--- src/design/assert_macros.svh ---
// Concurrent assertion helpers, clocked on clk_i and disabled in reset.
`ifndef ASSERT_MACROS_SVH
`define ASSERT_MACROS_SVH

// Implication in the same cycle.
`define ASSERT_IMPL(label, ante, cons, msg) \
  label: assert property (@(posedge clk_i) disable iff (!rst_ni) (ante) |-> (cons)) \
    else $error(msg);

// Implication in the next cycle.
`define ASSERT_NEXT(label, ante, cons, msg) \
  label: assert property (@(posedge clk_i) disable iff (!rst_ni) (ante) |=> (cons)) \
    else $error(msg);

`endif

--- src/design/rcla_pkg.sv ---
package rcla_pkg;

  localparam int unsigned CHAN_W = 8;
  localparam int unsigned NUM_CHAN = 3;

  typedef struct packed {
    logic en;
  } pipe_ctl_t;

  typedef enum logic [1:0] {
    LVL_RISE,
    LVL_HIGH,
    LVL_FALL,
    LVL_LOW
  } level_sel_e;

endpackage

--- src/design/rcla_div.sv ---
module rcla_div import rcla_pkg::*; #(
  parameter int unsigned NW     = 24,
  parameter int unsigned DW     = 9,
  parameter int unsigned QW     = 17,
  parameter int unsigned STAGES = 19
) (
  input  logic          clk_i,
  input  pipe_ctl_t     ctl_i,
  input  logic [NW-1:0] num_i,
  input  logic [DW-1:0] den_i,
  output logic [QW-1:0] quo_o
);

  logic [DW-1:0] rem_q [STAGES];
  logic [QW-1:0] low_q [STAGES];
  logic [QW-1:0] quo_q [STAGES];
  logic [DW-1:0] den_q [STAGES];

  logic [NW-1:0] num_hi;
  assign num_hi = num_i >> QW;

  for (genvar k = 0; k < STAGES; k++) begin : g_st
    logic [DW-1:0] rem_in;
    logic [QW-1:0] low_in;
    logic [QW-1:0] quo_in;
    logic [DW-1:0] den_in;
    logic [DW-1:0] rem_d;
    logic [QW-1:0] low_d;
    logic [QW-1:0] quo_d;

    if (k == 0) begin : g_first
      assign rem_in = num_hi[DW-1:0];
      assign low_in = num_i[QW-1:0];
      assign quo_in = '0;
      assign den_in = den_i;
    end else begin : g_next
      assign rem_in = rem_q[k-1];
      assign low_in = low_q[k-1];
      assign quo_in = quo_q[k-1];
      assign den_in = den_q[k-1];
    end

    if (k < QW) begin : g_step
      logic [DW:0] trial;
      logic        qbit;
      always_comb begin
        trial = {rem_in, low_in[QW-1]};
        qbit  = (trial >= {1'b0, den_in});
        if (qbit) begin
          rem_d = DW'(trial - {1'b0, den_in});
        end else begin
          rem_d = trial[DW-1:0];
        end
        low_d = {low_in[QW-2:0], 1'b0};
        quo_d = {quo_in[QW-2:0], qbit};
      end
    end else begin : g_hold
      assign rem_d = rem_in;
      assign low_d = low_in;
      assign quo_d = quo_in;
    end

    always_ff @(posedge clk_i) begin
      if (ctl_i.en) begin
        rem_q[k] <= rem_d;
        low_q[k] <= low_d;
        quo_q[k] <= quo_d;
        den_q[k] <= den_in;
      end
    end
  end

  assign quo_o = quo_q[STAGES-1];

endmodule

--- config.mk ---
export PLATFORM = sky130hd
export DESIGN_NAME = rcla_div
export DESIGN_NICKNAME = d
export VERILOG_FILES = /design/src/design/assert_macros.svh /design/src/design/rcla_pkg.sv /design/src/design/rcla_div.sv
export SDC_FILE = /design/constraint.sdc
export NUM_CORES = 1
export LEC_CHECK = 0
export ABC_AREA = 0
export BUFFER_PORTS_ARGS = -buffer_cell sky130_fd_sc_hd__buf_2
export CAP_MARGIN = 20
export CORE_AREA = 3 3 185 259
export DETAILED_ROUTE_END_ITERATION = 10
export DIE_AREA = 0 0 188 262
export GPL_TIMING_DRIVEN = 1
export PLACE_DENSITY_LB_ADDON = 0.2
export SLEW_MARGIN = 20
export SYNTH_ARGS = -nofsm -noshare
export SYNTH_HDL_FRONTEND = slang
export SYNTH_SLANG_ARGS = --single-unit
--- constraint.sdc ---
create_clock -name clk_i -period 6.85 [get_ports clk_i]
set_input_delay 1.37 -clock clk_i [delete_from_list [all_inputs] [get_ports clk_i]]
set_output_delay 1.37 -clock clk_i [all_outputs]
set_load 0.01 [all_outputs]
* Word level (Yosys, flattened, before mapping)
Memory sizes are Yosys's and may differ from the RTL's.
Cells that the tools add are included.
** Word-level totals
- Output and inout bits :: 17
- Bits of input ports :: 35
- Memories kept :: 4
- Register bits after elaboration :: 0
- Bits in writable memories :: 988
- Word-level logic and storage cells :: 57
** Operators by class
- Magnitude comparators :: 17
- Muxes and demuxes :: 19
- Add/sub/neg operators :: 17
** Memories
- low_q :: words 19, width 17, rd ports 18, clocked after memory_dff 0, write ports 19, line rcla_div.sv:15 : logic [QW-1:0] low_q [STAGES];
- quo_q :: words 19, width 17, rd ports 19, clocked after memory_dff 0, write ports 19, line rcla_div.sv:16 : logic [QW-1:0] quo_q [STAGES];
- den_q :: words 19, width 9, rd ports 18, clocked after memory_dff 0, write ports 19, line rcla_div.sv:17 : logic [DW-1:0] den_q [STAGES];
- rem_q :: words 19, width 9, rd ports 18, clocked after memory_dff 0, write ports 19, line rcla_div.sv:14 : logic [DW-1:0] rem_q [STAGES];
** Operators by type and width (number)
- greater-or-equal comparator 10 x 9 -> 1 bit :: 16
- two-way mux 9 bit :: 17
- subtractor 9 bit :: 16
- greater-or-equal comparator 8 x 9 -> 1 bit :: 1
- subtractor 8 x 9 -> 9 bit :: 1
- two-way mux 1 bit :: 2

* Depth between registers and ports, before layout
Gate-level depths: netlist of run 1.
An unclocked memory read counts as a cell.
- Word-level depth :: 3
- Gate-level depth with buffers :: 10
- Gate-level depth less buffers :: 10

* Worst setup path before layout of run 1
Ideal clock, no wire load.
- Path kind :: input -> register
- From :: input port den_i[2]
- To :: memory rem_q[0][2] (data pin)
- Library setup time :: 0.260 ns
- Setup slack :: 3.695 ns
- Data arrival time :: 2.895 ns
- Buffers on the path :: 0
- Stages on the path :: 7
- Path through :: inv_1 ha_1 nand2_1 o21ai_0 o21ai_0 a21oi_2 mux2_2
** RTL lines
- from (decl) :: line rcla_div.sv:10 : input logic [DW-1:0] den_i,
- to (decl) :: line rcla_div.sv:14

==> reports/summary.txt, run 1 <==
# IOs: 52
Crit path max fanout: 10
Crit. Startpoint: low_q[7][16]
Area leader, netlist: edfxtp_1
Worst IR Drop VDD: 245 uV
Startpoint types: flop
GRT overflow: 0
Total Routing Usage GR: 0.172
Crit path capture type: flop
Fmax: 314 MHz
Routed Antenna Nets: 0
CTS tree: built
Vias in the first global route: 14100
# port buffers: 51
Largest net degree at the start of global routing: 198
# rows: 93
Clk_skew: 0.0177 ns
Initial antenna violation count: 0
Avg WL per Cell: 17.1 um
Post-cts resize count: 0
P per Cell Area: 397 nW/um2
Synth Area in Adders: 0.0830
Post-synth EDFFs: 611
Placer's final routability congestion estimate: 0.860
Tmin final: 3.19 ns
Avg Cell Area, Syn: 15.5 um2
CP Class: flop to flop
Final setup viols: 0
Synth Cell Area: 26800 um2
Async SR Flop Fraction: 0
Cell count after synthesis: 1731
Met2 routed WL: 23.1 mm
Hold WC Path Type: flop to flop
Die width: 188 um
Diode count: 0
Root Driver: clkbuf_16
Cts hold-fix bufs: 0
Routed length on met1: 16.3 mm
Outcome: completed
Yosys reg bits: 611
# Post-CTS Setup Buffers: 0
Synth unique cells: 60
Max clock buf depth: 3
Layout cells sized above 1: 0.143
Initial DRC count: 744
Clk pin slew, worst setup/hold paths: 0.06 ns
Top-area cell type share of the netlist area: 0.685
HPWL after DPL: 28.9 mm
Starting density of the core: 0.583
Synth area leaders: edfxtp_1, ha_1, mux2_2
CORE AREA: 46000 um2
Critical Path AT: 3.53 ns
Final Cell Area: 29600 um2
Final Hold Vio Count: 0
Rel. slew slack: 0.294
Syn nets: 1934
Primary FF master, synth: edfxtp_1
DRC viols: 0
Clock sink count: 611
Final layout net count: 2031
Pleak: 11.4 nW
Die area: 49300 um2
WHS Path Cells: 0
CP Data Required Time: 7.20 ns
Area grow syn2layout: 10.5%
Total CTS buffers: 55
Combinational family with the most area after synthesis: adder cells
Top routing layer in use: met4
Max-cap violations: 0
Placed Area: 27800 um2
Post-synthesis mux area share: 0.0566
Total Routed Length: 42.6 mm
R2R Path Start: low_q[7][16]
Xor/xnor cell area share of the yosys netlist: 0.0275
Synth Area in Compound Gates: 0.0756
Vias: 13800
Clock latency on the worst-skew pair: 0.60 ns
H-tree Lvls: 2
Reg2Reg Depth: 9
Drt via density: 5.55
Sequential fraction of the synthesis area: 0.685
Most frequent cells in the layout: edfxtp_1, inv_1, ha_1
Drt pass-1 iters: 5
Hold Crit Start: low_q[3][13]
Simple logic cell fraction of the synthesized area: 0.0399
Setup TNS: 0 ns
Routed met3 length: 1.59 mm
Worst-Margin Slew: 1.06 ns
RSZ-0062 raised after global routing: false
DIE HEIGHT: 262 um
Commonest non-fill, non-tap cell in the layout: edfxtp_1
R2R setup slack: 3.66 ns
First-pass GRT wire length: 68.4 mm
Crit share post-route: 0.465
Max-slew violation count: 0
YS warnings: 0
==> cells in the mapped netlist, types with 5 or more instances <==
library cell    n
a311o_1         8
a21o_1         23
nand2b_1       20
o31ai_1        10
a31o_2         11
nor2_1         33
inv_1         214
o21ai_0        36
a21oi_1        95
o21a_1         14
nand2_1        47
o22ai_1         8
o21bai_1       17
a311oi_1       10
o211ai_1       15
mux2i_1        21
ha_1          152
edfxtp_1      611
xor2_1         35
mux2_2        116
a31oi_1         6
fa_1           16
a21boi_0       13
nand3_1        39
and3_1         12
a211o_1         5
xnor2_1        49
nand4_1        21
clkbuf_1       12
nor2b_1        13
==> layer usage <==
| metal | up-vias | global-route usage |
|---|---|---|
| met1 | 6724 | 0.187 |
| met2 | 274 | 0.330 |
| met4 | 0 | 0.0736 |
| li1 | 6695 | - |
| met3 | 110 | 0.0303 |
| met5 | - | 0 |
==> per-stage QoR <==
stage	total power, mW	util	hold WS [ns]	std cells	worst slack, ns
after floorplan	7.93	-	0.400	1731	3.69
after global placement	8.65	0.605	0.400	2388	3.23
after detailed placement	8.77	0.605	0.405	2388	3.20
after CTS	11.9	0.644	0.414	2488	3.65
after global routing	12.4	0.644	0.418	2488	3.52
final	11.8	0.644	0.414	2488	3.66
==> registers in the layout, indices dropped and copies added (netlist names) <==
name   count
quo_q    187
den_q    144
rem_q    144
low_q    136
==> cells by family (layout without fill, tap and decap cells) <==
kind of cell | after synthesis | in the layout
flip-flops | 611 | 611
buffers and inverters | 229 | 369
adder cells (fa/ha/maj) | 168 | 168
AO/OA/AOI/OAI | 299 | 299
XOR/XNOR | 84 | 84
AND/OR/NAND/NOR | 203 | 203
multiplexers | 137 | 137
==> critical path: stages, from the launching register on <==
cell and delay, ns:
edfxtp_1 0.35, inv_1 0.08, ha_1 0.18, inv_1 0.06
fa_1 0.40, a21o_1 0.22, a221oi_4 0.33, a21oi_2 0.12
a2111oi_4 0.79, mux2_2 0.42
==> worst paths after layout <==
kind,to
worst max-delay path,rem_q[8][7]
worst min-delay path,low_q[4][14]
worst max register to register,rem_q[8][7]
worst min register to register,low_q[4][14]
==> area by class of cell <==
| class | instances | area, um2 |
|---|---|---|
| Clock buffer | 67 | 1460 |
| Clock inverter | 33 | 312 |
| Fill cell | 3255 | 16400 |
| Inverter | 215 | 807 |
| Multi-Input combinational cell | 891 | 7570 |
| Sequential cell | 611 | 18300 |
| Tap cell | 617 | 772 |
| Timing Repair Buffer | 54 | 325 |
==> report_power, final <==
part	switching [mW]	internal [mW]	total (mW)
sequential	0.305	4.99	5.29
combinational	1.78	1.66	3.44
clock	1.29	1.74	3.03
total	3.37	8.39	11.8
No activity file was read; power rests on OpenSTA's default activity.
==> inputs of run 2 (changes only) <==
ABC_AREA = 1   (was 0)
CORE_AREA = 3 3 195 273   (was 3 3 185 259)
DIE_AREA = 0 0 198 276   (was 0 0 188 262)
clock period = 2.8 ns   (was 6.85 ns; I/O delays follow)
==> run 2 against run 1 <==
  * Cell area grew 8.9%
  * Critical endpoint is now rem_q[4][2]
  * Wire length grew 27%
  * Critical path depth grew 1
  * Sequential share of layout area shrank 5.1 points
  * Largest power group unchanged
  * Worst hold slack lost 0.29 ns
  * Total power grew to 2.7 times the previous value
  * Sequential power grew 150%
==> reports/summary.txt, run 2 <==
Drt pass-1 iters: 5 (unchanged)
CP Data Required Time: 3.14 ns (-4.06 ns)
Internal Power: 20.5 mW (+140%)
Final Util: 0.632 (-0.0120)
Starting density of the core: 0.569 (-0.0138)
Slowest stage cell, crit path: edfxtp_1
Synth Area in Adders: 0.0766 (-0.00640)
Largest register by flop count: quo_q
Worst-Margin Slew: 0.520 ns (-0.539 ns)
Total CTS buffers: 57 (+3.6%)
Sequential fraction of the synthesis area: 0.632 (-0.0528)
# port buffers: 51 (unchanged)
Final setup viols: 0 (unchanged)
P per Cell Area: 972 nW/um2 (+140%)
H-tree Lvls: 2 (unchanged)
Critical Path AT: 2.57 ns (-0.96 ns)
Total Routing Usage GR: 0.202 (+0.0291)
Area grow syn2layout: 11.1%
Multi-input gate area: 8850 um2 (+17%)
Cell count after synthesis: 2669 (+54%)
R2R setup slack: 0.57 ns (-3.10 ns)
Layout cells sized above 1: 0.0957 (-0.0470)
Commonest non-fill, non-tap cell in the layout: nand2_1
Most used cell along the critical path: nand2_1
M1 GR Usage: 0.233 (+0.0453)
# Post-CTS Setup Buffers: 0 (unchanged)
Root Driver: clkbuf_16
Initial antenna violation count: 0 (unchanged)
Clk pin slew, worst setup/hold paths: 0.07 ns (about the same)
Rel. slew slack: 0.653 (+0.359)
Worst IR Drop VDD: 622 uV (+150%)
Synth unique cells: 30 (-50%)
YS warnings: 0 (unchanged)
Critical path buffer and inverter count: 2 (unchanged)
Sequential Power Share: 0.422 (-0.028)
Die width: 198 um (+5.3%)
Psw: 10.8 mW (+220%)
Initial DRC count: 911 (+22%)
RSZ-0062 raised after global routing: false
Combinational family with the most area after synthesis: simple AND/OR/NAND/NOR gates
Post-cts resize count: 0 (unchanged)
Die area: 54600 um2 (+11%)
Async SR Flop Fraction: 0 (unchanged)
Synth area leaders: edfxtp_1, nand2_1, ha_1
Clock sink count: 611 (unchanged)
Outcome: completed
Post-synth top cells: nand2_1, edfxtp_1, inv_1
Crit path capture type: flop
Avg Cell Area, Syn: 10.9 um2 (-30%)
Synth Area in Compound Gates: 0.0137 (-0.0619)
Avg WL per Cell: 15.5 um (-9.5%)
Xor/xnor cell area share of the yosys netlist: 0.0145 (-0.0130)
DRC viols: 0 (unchanged)
Fillers: 4002 (+23%)
Synth Cell Area: 29000 um2 (+8.4%)
Hold WC Path Type: input port to flop
Met3 GRT Util: 0.0277 (-0.00262)
Global routing's busiest layer: met2
Number of flip-flops in the largest register: 187 (unchanged)
Clk_skew: 0.0126 ns (-0.00513 ns)
Drt via density: 5.19 (-6.4%)
DIE HEIGHT: 276 um (+5.3%)
Vias in the first global route: 18200 (+29%)
Fmax: 447 MHz (+43%)
Reg area: 18300 um2 (unchanged)
Setup TNS: 0 ns (unchanged)
GRT overflow: 0 (unchanged)
Gate family responsible for the most delay along the worst path: simple AND/OR/NAND/NOR gates
Syn nets: 2872 (+49%)
CP Class: flop to flop
Pleak: 14.6 nW (+28%)
Crit share post-route: 0.798 (+0.333)
Largest net degree at the start of global routing: 100 (-49%)
Top flop regs: quo_q: 187 flops, den_q: 144 flops, rem_q: 144 flops
Most frequent cells in the layout: nand2_1, edfxtp_1, inv_1
Tmin final: 2.23 ns (-0.952 ns)
# rows: 98 (+5.4%)
Switching part of the total power: 0.344 (+0.0574)
Combinational fraction of design power: 0.325 (+0.032)
Max-slew violation count: 0 (unchanged)
Yosys reg bits: 611 (unchanged)
Primary FF master, synth: edfxtp_1
CP max stage delay: 0.43 ns (-0.36 ns)
Clock network fraction of design power: 0.252 (-0.005)
Startpoint types: flop
Final Hold Vio Count: 0 (unchanged)
Placer's final routability congestion estimate: 0.903 (+5.0%)
Vias: 18100 (+31%)
CP cell instances: inv_1 -> ha_1 -> inv_1 -> fa_1 -> nand4_1 -> nand2_1 -> nand2_2 -> nand2_4 -> nand2_1 -> nand2_1
Post-synth EDFFs: 611 (unchanged)
Simple logic cell fraction of the synthesized area: 0.200 (+0.160)
CTS tree: built
# IOs: 52 (unchanged)
Top-area cell type share of the netlist area: 0.632 (-0.0528)
Total Routed Length: 54.0 mm (+27%)
Clock latency on the worst-skew pair: 0.60 ns (about the same)
Cts hold-fix bufs: 0 (unchanged)
Routed Antenna Nets: 0 (unchanged)
Diode count: 0 (unchanged)
Top-count cell post-synth: nand2_1
Final layout net count: 2990 (+47%)
GR Util met2: 0.365 (+0.0347)
First-pass GRT wire length: 89.1 mm (+30%)
CORE AREA: 51000 um2 (+11%)
Crit path max fanout: 10 (unchanged)
Max-cap violations: 0 (unchanged)
HPWL after DPL: 40.2 mm (+39%)
Max clock buf depth: 3 (unchanged)
Post-synthesis mux area share: 0 (-0.0566)
Area leader, netlist: edfxtp_1
## run 2: cell count changes after synthesis, moves of 22 or more
| cell | change |
|---|---|
| a21oi_1 | -30 |
| a21o_1 | -22 |
| nand2_1 | +757 |
| mux2_2 | -116 |
| nand3_1 | +232 |
| nand2_2 | +52 |
| inv_1 | +234 |
| o21ai_0 | -35 |
| xnor2_1 | -48 |
## run 2: per-layer routing
metal  part of all wire  wire, um  vias to the layer above
li1                   -         -                     9090
met1               0.39     21300                     8454
met2               0.52     28100                      364
met3              0.032      1720                      178
met4              0.054      2920                        0
met5                  0         0                        -
## run 2: cells by family (layout without fill, tap and decap cells)
family | Yosys count | after routing
flops | 611 | 611
xor+xnor | 48 | 48
buf+inv | 472 | 636
compound gates | 73 | 73
fa+ha+maj | 168 | 168
simple gates | 1297 | 1297
## run 2: area by class of cell
class	instances	share of cell area
sequential	611	0.569
multi-input combinational	1586	0.275
inverter	454	0.0529
clock buffer	68	0.0462
tap	650	0.0252
timing repair buffer	77	0.0178
clock inverter	37	0.0140
## run 2: path summary, 6_finish.rpt
path                                    from           end  depth (start not counted)
worst max register to register  low_q[3][16]   rem_q[4][2]                         10
worst min-delay path                num_i[9]  low_q[0][10]                          1
worst min register to register  low_q[1][13]  low_q[2][14]                          0
worst max-delay path            low_q[3][16]   rem_q[4][2]                         10
## run 2: per-stage QoR
stage | instance area (um2) | hold WS [ns] | setup WS, ns | cells | power (mW)
5_1_grt | 32200 | 0.0809 | 0.404 | 3483 | 33.6
6_report | 32200 | 0.125 | 0.565 | 3483 | 31.3
3_5_place_dp | 30300 | 0.405 | 0.609 | 3378 | 23.5
2_1_floorplan | 29000 | 0.400 | 0.921 | 2669 | 20.9
3_3_place_gp | 30300 | 0.400 | 0.558 | 3378 | 23.3
4_1_cts | 32200 | 0.0735 | 0.579 | 3483 | 31.6
## run 2: power by group through the flow
stage / combinational (mW) / sequential, mW / clock, mW
after floorplan: 7.96 / 12.9 / 0
after global placement: 9.94 / 13.4 / 0
after detailed placement: 10.1 / 13.4 / 0
after CTS: 10.2 / 13.2 / 8.15
after global routing: 11.8 / 13.4 / 8.49
final: 10.2 / 13.2 / 7.90
==> inputs of run 3 (changes only) <==
ABC_AREA = 0   (was 1)
CORE_AREA = 3 3 188 263   (was 3 3 195 273)
DIE_AREA = 0 0 191 266   (was 0 0 198 276)
clock period = 2 ns   (was 2.8 ns; I/O delays follow)
==> run 3 against run 2 <==
  * The run now ends with negative setup slack left
  * Combinational power up 79%
  * Sequential share of layout area down 4.2 points
  * Die area down 7.0%
  * Wire length down 3.8%
  * Maximum frequency down 17%
  * Flip-flop and latch count unchanged
  * Non-clock buffer count up 419
  * Global-route usage about the same
  * Critical endpoint is now rem_q[8][7]
  * Largest power group unchanged
  * Highest routed layer unchanged
==> reports/summary.txt, run 3 (synthesis results as in run 1) <==
Commonest non-fill, non-tap cell in the layout: edfxtp_1
GRT overflow: 0 (unchanged)
First-pass GRT wire length: 81.4 mm (-8.6%)
Most frequent cells in the layout: edfxtp_1, buf_4, inv_1
HPWL after DPL: 34.6 mm (-14%)
P per Cell Area: 1360 nW/um2 (+40%)
Area grow syn2layout: 30.0%
Clock latency on the worst-skew pair: 0.59 ns (about the same)
Total Routed Length: 52.0 mm (-3.8%)
Vias: 16000 (-12%)
R2R setup slack: -0.71 ns (-1.27 ns)
Clk_skew: 0.0237 ns (+0.0111 ns)
Max-slew violation count: 0 (unchanged)
Crit share post-route: 1.35 (+0.556)
Clk pin slew, worst setup/hold paths: 0.07 ns (about the same)
Largest net degree at the start of global routing: 38 (-62%)
Final setup viols: 148 (+148)
DRC viols: 0 (unchanged)
Largest register by flop count: quo_q
Total CTS buffers: 57 (unchanged)
Max clock buf depth: 3 (unchanged)
R2R Path Start: low_q[7][16]
Initial DRC count: 798 (-12%)
Sequential Power Share: 0.384 (-0.038)
Worst-Margin Slew: 0.485 ns (-0.0350 ns)
# rows: 94 (-4.1%)
Final Hold Vio Count: 0 (unchanged)
Max-cap violations: 0 (unchanged)
Root Driver: clkbuf_16
Combinational fraction of design power: 0.385 (+0.060)
Reg2Reg Depth: 10 (unchanged)
Hold WC Path Type: input port to flop
Fmax: 369 MHz (-17%)
Die width: 191 um (-3.5%)
Tmin final: 2.71 ns (+0.473 ns)
H-tree Lvls: 2 (unchanged)
Top flop regs: quo_q: 187 flops, den_q: 144 flops, rem_q: 144 flops
Switching part of the total power: 0.292 (-0.0524)
Number of flip-flops in the largest register: 187 (unchanged)
RSZ-0062 raised after global routing: true
Vias in the first global route: 16800 (-7.4%)
Internal Power: 33.7 mW (+64%)
Clock sink count: 611 (unchanged)
Avg WL per Cell: 17.6 um (+14%)
Drt via density: 5.41 (+4.3%)
Clock network fraction of design power: 0.231 (-0.021)
Layout cells sized above 1: 0.374 (+0.278)
Outcome: finished, violations left
Final layout net count: 2483 (-17%)
Worst r2r dst: rem_q[8][7]
Rel. slew slack: 0.668 (+0.0150)
# IOs: 52 (unchanged)
Psw: 13.9 mW (+29%)
Final Cell Area: 34800 um2 (+8.0%)
Die area: 50800 um2 (-7.0%)
Diode count: 0 (unchanged)
Crit path capture type: flop
Startpoint types: flop
Hold EP: den_q[0][8]
CORE AREA: 47200 um2 (-7.5%)
WHS Path Cells: 1 (unchanged)
Worst IR Drop VDD: 901 uV (+45%)
Hold Crit Start: den_i[8]
Placer's final routability congestion estimate: 0.852 (-5.7%)
Failing checks: negative setup slack
Total chip power: 47.5 mW (+52%)
CTS tree: built
Initial antenna violation count: 0 (unchanged)
Routed Antenna Nets: 0 (unchanged)
Crit path max fanout: 5 (-5)
Starting density of the core: 0.568 (-0.00102)
CP Data Required Time: 2.33 ns (-0.81 ns)
# port buffers: 51 (unchanged)
Pleak: 14.1 nW (-3.6%)
CP Class: flop to flop
Placed Area: 30800 um2 (+1.8%)
Total Routing Usage GR: 0.202 (about the same)
Final WS setup: -0.708 ns (-1.27 ns)
Drt pass-1 iters: 5 (unchanged)
Critical Path AT: 3.03 ns (+0.46 ns)
DIE HEIGHT: 266 um (-3.6%)
-- run 3: cell count changes in the layout (fill, tap and decap cells not counted), moves of 32 or more --
| cell | delta |
|---|---|
| buf_4 | +359 |
| buf_6 | +35 |
| ha_1 | -34 |
| ha_4 | +32 |
| inv_1 | -267 |
| mux2_2 | +40 |
| mux2_4 | +76 |
| nand2_1 | -766 |
| nand2_2 | -50 |
| nand3_1 | -236 |
| xnor2_1 | +48 |
-- run 3: per-layer routing --
| metal | GRT usage | share of wire | vias up |
|---|---|---|---|
| met1 | 0.207 | 0.36 | 7812 |
| li1 | - | - | 7648 |
| met2 | 0.396 | 0.56 | 333 |
| met3 | 0.0251 | 0.031 | 171 |
| met5 | 0 | 0 | - |
| met4 | 0.0992 | 0.054 | 0 |
-- run 3: through the flow --
| step | setup TNS [ns] | worst slack (ns) | util | hold WS [ns] | cells |
|---|---|---|---|---|---|
| global route | -52.64 | -0.782 | 0.738 | 0.0194 | 2949 |
| floorplan | -19.28 | -0.727 | - | 0.400 | 1731 |
| finish | -40.72 | -0.708 | 0.738 | 0.0447 | 2949 |
| CTS | -38.20 | -0.671 | 0.726 | 0.00930 | 2917 |
| global placement | -45.63 | -0.624 | 0.654 | 0.400 | 2740 |
| detailed placement | -51.75 | -0.685 | 0.654 | 0.405 | 2740 |
-- run 3: power groups by stage --
| stage | logic (mW) | clock network (mW) | registers (mW) |
|---|---|---|---|
| 2_1_floorplan | 9.63 | 0 | 17.9 |
| 3_3_place_gp | 14.3 | 0 | 18.4 |
| 3_5_place_dp | 14.8 | 0 | 18.4 |
| 4_1_cts | 17.1 | 11.3 | 18.2 |
| 5_1_grt | 19.7 | 11.8 | 18.4 |
| 6_report | 18.3 | 11.0 | 18.3 |
-- run 3: final cells by class --
cell class	count	area (um2)
Multi-Input combinational cell	899	8960
Fill cell	2874	12300
Inverter	215	832
Clock inverter	38	457
Tap cell	624	781
Sequential cell	611	18300
Clock buffer	66	1460
Timing Repair Buffer	496	3980
-- run 3: worst max-delay path, stage by stage (launching register included) --
cell and delay, ns:
edfxtp_1 0.39, inv_2 0.09, ha_4 0.13, inv_2 0.04, fa_2 0.36, a21o_1 0.21
a221oi_4 0.25, a21oi_2 0.10, a2111oi_4 0.37, buf_6 0.19, mux2_2 0.33
-- run 3: what timing repair did --
item | CTS | global route
resized for setup | 219 | 72
endpoints found under the setup margin | 150 | 150
hold buffers | 18 | 0
endpoints found under the hold margin | 18 | 0
buffers inserted | 51 | 38
gates cloned | 9 | 1
pin swaps | 59 | 43
-- run 3: worst max path at each step --
stage,startpoint,endpoint,slack [ns],cells past startpoint
after floorplan,low_q[7][16],rem_q[8][1],-0.73,9
after global placement,low_q[7][16],rem_q[8][6],-0.62,10
after detailed placement,low_q[6][16],rem_q[7][8],-0.68,10
after CTS,low_q[7][16],rem_q[8][6],-0.67,10
after global routing,low_q[7][16],rem_q[8][1],-0.78,10
final,low_q[7][16],rem_q[8][7],-0.71,10
